--- src/rtl/dps_pkg.sv ---
`timescale 1ns / 1ps
// ----------------------------------------------------------------------------
// dps_pkg
// Shared types and codes for the deadline priority scheduler.
// ----------------------------------------------------------------------------
package dps_pkg;

	localparam int DefCapacity = 16;
	localparam int PrioW = 8;
	localparam int TimeW = 16;
	localparam int StatW = 3;

	localparam logic CMD_ADD   = 1'b0;
	localparam logic CMD_SERVE = 1'b1;

	typedef enum logic [StatW-1:0] {
		ST_ADDED   = 3'd0,
		ST_FULL    = 3'd1,
		ST_EMPTY   = 3'd2,
		ST_EXEC    = 3'd3,
		ST_EXPIRED = 3'd4
	} status_t;

	typedef enum logic [4:0] {
		S_IDLE  = 5'b00001,
		S_SCAN  = 5'b00010,
		S_LAST  = 5'b00100,
		S_APPLY = 5'b01000,
		S_OUT   = 5'b10000
	} state_t;

	function automatic logic [TimeW-1:0] sat_inc(input logic [TimeW-1:0] v);
		sat_inc = (v == {TimeW{1'b1}}) ? v : v + 1'b1;
	endfunction

endpackage

--- src/rtl/deadline_priority_scheduler.sv ---
`timescale 1ns / 1ps
// ----------------------------------------------------------------------------
// deadline_priority_scheduler
// Bounded task store; add inserts, serve removes the best task by priority
// then age, with a deadline check and saturating tallies.
// ----------------------------------------------------------------------------
// One command is handled at a time. Task slots live in a synchronous memory
// with one read port; the occupancy bits are flip-flops, so an add needs no
// scan and its result is registered in the cycle after the transfer. A serve
// scans the memory one slot per cycle through SCAN, then passes through LAST
// and APPLY, where its result is registered. The result sits in an output
// register until transferred, and the state machine passes through OUT
// before the input opens again.
module deadline_priority_scheduler
	import dps_pkg::*;
#(
	parameter int CAPACITY = DefCapacity
) (
	input  logic             clk,
	input  logic             arst_n,
	input  logic             in_valid,
	output logic             in_stall,
	input  logic             command,
	input  logic [PrioW-1:0] task_priority,
	input  logic [TimeW-1:0] task_deadline,
	output logic             out_valid,
	input  logic             out_stall,
	output logic [StatW-1:0] status,
	output logic [PrioW-1:0] served_priority,
	output logic [TimeW-1:0] served_deadline,
	output logic [TimeW-1:0] now_time,
	output logic [TimeW-1:0] count_total,
	output logic [TimeW-1:0] count_completed,
	output logic [TimeW-1:0] count_failed
);

	localparam int IdxW = (CAPACITY > 1) ? $clog2(CAPACITY) : 1;
	localparam int EntW = PrioW + 2 * TimeW;

	state_t state_q;
	logic [CAPACITY-1:0] valid_q;
	logic [EntW-1:0] mem [CAPACITY];
	logic [EntW-1:0] rd_s1;
	logic [IdxW-1:0] rd_idx_s1, scan_q, best_idx_q;
	logic [PrioW-1:0] best_prio_q;
	logic [TimeW-1:0] best_age_q, best_dl_q;
	logic best_found_q, cmd_q, rd_en_s1;
	logic [TimeW-1:0] arrival_q, time_q, total_q, done_q, fail_q;

	logic [IdxW-1:0] free_idx;
	logic free_found;
	logic wr_en;
	logic [IdxW-1:0] rd_addr;
	logic rd_en;
	logic [PrioW-1:0] r_prio;
	logic [TimeW-1:0] r_dl, r_age;

	always_comb begin
		free_idx = '0;
		free_found = 1'b0;
		for (int i = CAPACITY - 1; i >= 0; i--) begin
			if (!valid_q[i]) begin
				free_idx = IdxW'(i);
				free_found = 1'b1;
			end
		end
	end

	assign in_stall = !(state_q == S_IDLE) || (out_valid && out_stall);
	assign rd_en = (state_q == S_SCAN);
	assign rd_addr = scan_q;
	assign wr_en = in_valid && !in_stall && (command == CMD_ADD) && free_found;

	always_ff @(posedge clk) begin
		if (wr_en) mem[free_idx] <= {task_priority, task_deadline, arrival_q};
		rd_s1 <= mem[rd_addr];
		rd_idx_s1 <= rd_addr;
	end

	assign r_prio = rd_s1[EntW-1 -: PrioW];
	assign r_dl = rd_s1[2*TimeW-1 -: TimeW];
	assign r_age = arrival_q - rd_s1[TimeW-1:0];

	always_ff @(posedge clk or negedge arst_n) begin
		if (!arst_n) begin
			state_q <= S_IDLE;
			valid_q <= '0;
			scan_q <= '0;
			best_found_q <= 1'b0;
			rd_en_s1 <= 1'b0;
			out_valid <= 1'b0;
			arrival_q <= '0;
			time_q <= '0;
			total_q <= '0;
			done_q <= '0;
			fail_q <= '0;
		end else begin
			rd_en_s1 <= rd_en;
			if (out_valid && !out_stall) out_valid <= 1'b0;
			// scan compare on registered read data
			if (rd_en_s1 && valid_q[rd_idx_s1]) begin
				if (!best_found_q || r_prio > best_prio_q ||
				    (r_prio == best_prio_q && r_age > best_age_q)) begin
					best_found_q <= 1'b1;
					best_idx_q <= rd_idx_s1;
					best_prio_q <= r_prio;
					best_age_q <= r_age;
					best_dl_q <= r_dl;
				end
			end
			unique case (state_q)
				S_IDLE: begin
					if (in_valid && !in_stall) begin
						cmd_q <= command;
						scan_q <= '0;
						// for an add this flag holds whether a slot was free
						best_found_q <= (command == CMD_ADD) ? free_found : 1'b0;
						if (command == CMD_ADD) begin
							state_q <= S_APPLY;
							if (free_found) valid_q[free_idx] <= 1'b1;
						end else begin
							state_q <= S_SCAN;
						end
					end
				end
				S_SCAN: begin
					if (scan_q == IdxW'(CAPACITY - 1)) state_q <= S_LAST;
					else scan_q <= scan_q + 1'b1;
				end
				S_LAST: state_q <= S_APPLY;
				S_APPLY: begin
					state_q <= S_OUT;
					out_valid <= 1'b1;
					if (cmd_q == CMD_ADD) begin
						served_priority <= '0;
						served_deadline <= '0;
						if (best_found_q) begin
							arrival_q <= arrival_q + 1'b1;
							total_q <= sat_inc(total_q);
							count_total <= sat_inc(total_q);
							status <= ST_ADDED;
						end else begin
							count_total <= total_q;
							status <= ST_FULL;
						end
						now_time <= time_q;
						count_completed <= done_q;
						count_failed <= fail_q;
					end else if (!best_found_q) begin
						served_priority <= '0;
						served_deadline <= '0;
						status <= ST_EMPTY;
						now_time <= time_q;
						count_total <= total_q;
						count_completed <= done_q;
						count_failed <= fail_q;
					end else begin
						valid_q[best_idx_q] <= 1'b0;
						served_priority <= best_prio_q;
						served_deadline <= best_dl_q;
						count_total <= total_q;
						if (time_q >= best_dl_q) begin
							status <= ST_EXPIRED;
							fail_q <= sat_inc(fail_q);
							count_failed <= sat_inc(fail_q);
							count_completed <= done_q;
							now_time <= time_q;
						end else begin
							status <= ST_EXEC;
							done_q <= sat_inc(done_q);
							count_completed <= sat_inc(done_q);
							time_q <= sat_inc(time_q);
							now_time <= sat_inc(time_q);
							count_failed <= fail_q;
						end
					end
				end
				S_OUT: state_q <= S_IDLE;
				default: state_q <= S_IDLE;
			endcase
		end
	end

	a_out_only_after_apply: assert property (@(posedge clk) disable iff (!arst_n)
		$rose(out_valid) |-> $past(state_q == S_APPLY))
		else $error("result without apply");
	a_no_take_busy: assert property (@(posedge clk) disable iff (!arst_n)
		(state_q != S_IDLE) |-> in_stall)
		else $error("input taken while busy");
	a_add_sets_slot: assert property (@(posedge clk) disable iff (!arst_n)
		wr_en |=> valid_q[$past(free_idx)])
		else $error("added slot not marked");
	a_scan_one_hot: assert property (@(posedge clk) disable iff (!arst_n)
		$onehot(state_q))
		else $error("state not one-hot");

endmodule
--- config.mk ---
export PLATFORM = sky130hd
export DESIGN_NAME = deadline_priority_scheduler
export DESIGN_NICKNAME = d
export VERILOG_FILES = /design/src/rtl/dps_pkg.sv /design/src/rtl/deadline_priority_scheduler.sv
export SDC_FILE = /design/constraint.sdc
export NUM_CORES = 1
export LEC_CHECK = 0
export ABC_CLOCK_PERIOD_IN_PS = 11700
export BUFFER_PORTS_ARGS = -buffer_cell sky130_fd_sc_hd__buf_4
export CAP_MARGIN = 40
export CORE_MARGIN = 3
export CORE_UTILIZATION = 55
export CTS_BUF_LIST = sky130_fd_sc_hd__clkbuf_16
export DETAILED_ROUTE_END_ITERATION = 8
export PLACE_DENSITY = 0.7
export SETUP_SLACK_MARGIN = 0.2
export SLEW_MARGIN = 15
export SYNTH_ARGS = -nofsm -noshare
export SYNTH_HDL_FRONTEND = slang
export SYNTH_SLANG_ARGS = --single-unit
--- constraint.sdc ---
create_clock -name clk -period 11.7 [get_ports clk]
set_clock_uncertainty 0.1 [all_clocks]
set_input_delay 2.34 -clock clk [delete_from_list [all_inputs] [get_ports clk]]
set_output_delay 2.34 -clock clk [all_outputs]
set_load 0.01 [all_outputs]
==> impl_metrics.csv <==
group,metric,value,unit
synthesis,seq_area_frac_synth,0.707,
worst_setup_path,critical_path_peak_fanout,28,
sta,grt_setup_unrepaired,"false",
synthesis,biggest_area_consumer_among_synthesized_cells,"edfxtp_1",
route,route.detailed.vias_per_inst,6.05,
synthesis,postSynth.topFlopCell,"edfxtp_1",
clock_network,clock_transition_at_the_registers_of_the_reported_paths,60,ps
synthesis,yosysWarnings,0,
worst_setup_path,timing.critical_path.to_type,"register",
worst_setup_path,crit_family,"compound AO/OA/AOI/OAI gates",
pwr,power_density,174,nW/um^2
route,dr_total_vias,21321,
route,detail_route.wirelength.met1,34.6,mm
synthesis,postSynthNetCount,2446,
worst_setup_path,worst_setup_path_start_kind,"register",
run,maxCapViolCount,0,
synthesis,postSynthCellCount,2355,
global_routing,grt_max_degree,71,
synthesis,synth-adder-area-share,0.0206,
global_routing,global_route.overflow_total,0,
clock_network,clock_insertion_delay_worst_skew,650,ps
route,route.detailed.wl_per_inst,23.2,um
sta,tightest_slew,866,ps
finish,fillers,4792,
finish,post-route-util,0.638,
die,core-area,67900,um^2
place,placedCellCount,3343,
route,drc,0,
min_path,holdCritPathClass,"register to register",
synthesis,simple_gate_area_share_of_the_yosys_netlist,0.0622,
finish,largest_register,"mem",
finish,final_cell_mix,"776 x edfxtp_1, 159 x buf_4, 121 x mux2i_1, 112 x o21ai_0, 110 x nand2_1",
place,gp_congestion,0.864,
pwr,power.static_leakage,15.8,nW
clock_network,numCtsBuffers,94,
clock_network,cts_tree,"yes",
pwr,internal_power,5.75,mW
sta,slew-limit-headroom,0.423,
synthesis,synth_compound_area_frac,0.0609,
synthesis,async_flop_share,0.116,
route,first_pass_iters,6,
synthesis,synth_area,38000,um^2
finish,top_regs,"mem x640, rd_s1 x40",
sta,totalNegativeSetupSlack,0,ps
clock_network,holdBufCountCts,0,
die,die-width,269,um
clock_network,clock-root-buffer,"clkbuf_16",
synthesis,synth_xor_area_frac,0.0265,
worst_setup_path,worst_path_largest_cell_delay,690,ps
global_routing,grt_pass1_vias,21341,
sta,final_hold_viol_count,0,
sta,maxClockFrequency,0.180,GHz
place,detailedPlace.worstSlack,6130,ps
synthesis,yosys_register_bits,928,
worst_setup_path,cpMaxStageDelayCell,"dfrtp_1",
finish,final_common_cell,"edfxtp_1",
pwr,finalPower,7.52,mW
route,met3WireLength,5.43,mm
worst_setup_path,crit_type,"register to register",
finish,post_route_cells_drive_above_1_share,0.195,
global_routing,gr-usage-all-layers,0.230,
clock_network,clock_tree.htree_level_count,3,
sta,report.final.slew_viol_count,0,
die,fp.dieH,269,um
synthesis,postSynthAreaPerCell,16.1,um^2
pwr,clock_power_share,0.392,
route,detailroute.wirelength.met2,39.4,mm
route,antenna_left,0,
worst_setup_path,required_time_of_the_worst_setup_path,11900,ps
worst_setup_path,cpMostUsedCell,"ha_1",
sta,period_share,0.475,
synthesis,synth.mux.area_fraction,0.104,
sta,period_needed,5560,ps
finish,syn2layout_area_growth,13.9,%
pwr,seqPwrFrac,0.506,
pwr,switching_share,0.236,
finish,largest_register_ff_count,640,
synthesis,distinct_cells_synth,82,
die,fp.dieArea,72300,um^2
route,maxUsedRoutingLayer,"met4",
clock_network,cts_setup_buffers,0,
clock_network,cts_max_path_buffers,3,
clock_network,clkSinkCount,928,
worst_setup_path,crit_path_cell_trace,"inv_1 > ha_1 > fa_1 > nor2b_1 > o31a_1 > nor4_1 > o221ai_1 > a31oi_1 > xnor2_1 > ha_1 > a21oi_1 > o211ai_1 > o2111ai_1 > nor4bb_1 > a311oi_1 > o211a_2 > buf_4",
global_routing,grt_first_pass_wirelength,127,mm
place,place.detailed.hpwl,47.5,mm
finish,finalNonFillerCells,3522,
sta,postLayoutSetupSlackWorst,6140,ps
sta,setup_viol,0,
synthesis,netlist.area_leader.share,0.613,
die,core.rowCount,95,
finish,number_of_nets_in_the_finished_design,2612,
pwr,power_switching,1.77,mW
route,wirelength,81.8,mm
pwr,power.share.combinational,0.102,
worst_setup_path,timing.critical_path.buf_inv,2,
outcome,outcome,"completed",
die,initial_core_util,0.560,
route,drt-initial-drc-count,1984,
synthesis,largest_family_of_logic_cells_by_synthesized_area,"multiplexers",
clock_network,cts_resized,0,
place,numPortBuffers,121,
pwr,irDropWorstVdd,149,uV
worst_setup_path,cp_data_arrival_time,5760,ps
synthesis,synth-edff-count,776,
global_routing,grt_antenna_before_repair,0,
synthesis,synth_top_cells_by_area,"edfxtp_1 61%, dfrtp_1 7.0%, mux4_2 5.0%",
die,boundaryPins,122,
-- metrics by stage --
step / cell area (um^2) / hold WS [ps]
after global routing: 43300 / 299
final: 43300 / 294
after CTS: 43200 / 295
after global placement: 40000 / 289
after floorplan: 38000 / 272
after detailed placement: 40100 / 289
-- cell families (layout without fill, tap and decap cells) --
logic type | count (synthesis) | in the layout
other | 0 | 2
DFF | 928 | 928
xor gates and xnor gates | 115 | 115
and+or+nand+nor | 452 | 452
adders and majority gates | 62 | 62
buffers and inverters | 165 | 409
muxes | 280 | 280
AOI/OAI and AO/OA | 353 | 353
-- worst paths after layout --
| check | to | startpoint | slack (ps) | depth (start not counted) |
|---|---|---|---|---|
| worst min-delay path | best_dl_q[3] | rd_s1[19] | 290 | 0 |
| worst max-delay path | best_dl_q[8] | arrival_q[0] | 6140 | 17 |
| worst min register to register | best_dl_q[3] | rd_s1[19] | 290 | 0 |
| max in group asynchronous | rd_addr[1] | arst_n | 8840 | 2 |
| worst max register to register | best_dl_q[8] | arrival_q[0] | 6140 | 17 |
| min in group asynchronous | done_q[9] | arst_n | 1560 | 1 |
-- synth_stat cells (10+ instances only) --
cell type	n
nor2_1	85
a21o_1	16
buf_2	28
ha_1	61
a31oi_1	16
a21oi_1	59
mux2i_1	121
o31ai_1	13
o21ai_0	112
dfrtp_1	107
and3_1	27
nor3_1	41
nand3_1	59
o21a_1	14
edfxtp_1	776
and2_1	11
xnor2_1	62
mux4_2	85
mux2_2	74
dfxtp_1	44
nand2_1	110
xor2_1	53
inv_1	67
a22oi_1	40
clkbuf_1	55
a221oi_1	41
nand4_1	48
nand2b_1	14
nor4_1	10
-- area by class of cell --
type / instances / area [um^2] / share of cell area
inverters: 68 / 256 / 0.00593
multi-input cells: 1262 / 10500 / 0.243
flip-flops and latches: 928 / 26900 / 0.621
diodes: 2 / 5.00 / 0.000116
repair buffers: 167 / 1390 / 0.0321
clock buffers: 98 / 2450 / 0.0566
well taps: 921 / 1150 / 0.0266
clock inverters: 76 / 618 / 0.0143
-- power groups by stage --
stage	clock network, mW	registers [mW]	logic (mW)
2_1_floorplan	0	3.82	0.551
3_3_place_gp	0	3.87	0.744
3_5_place_dp	0	3.87	0.769
4_1_cts	3.00	3.80	0.775
5_1_grt	3.14	3.81	0.835
6_report	2.95	3.80	0.770
-- layer usage --
metal	vias up	global-route usage
li1	9545	-
met1	10837	0.323
met2	770	0.374
met3	169	0.0381
met4	0	0.0739
met5	-	0
No activity file was read; power rests on OpenSTA's default activity.
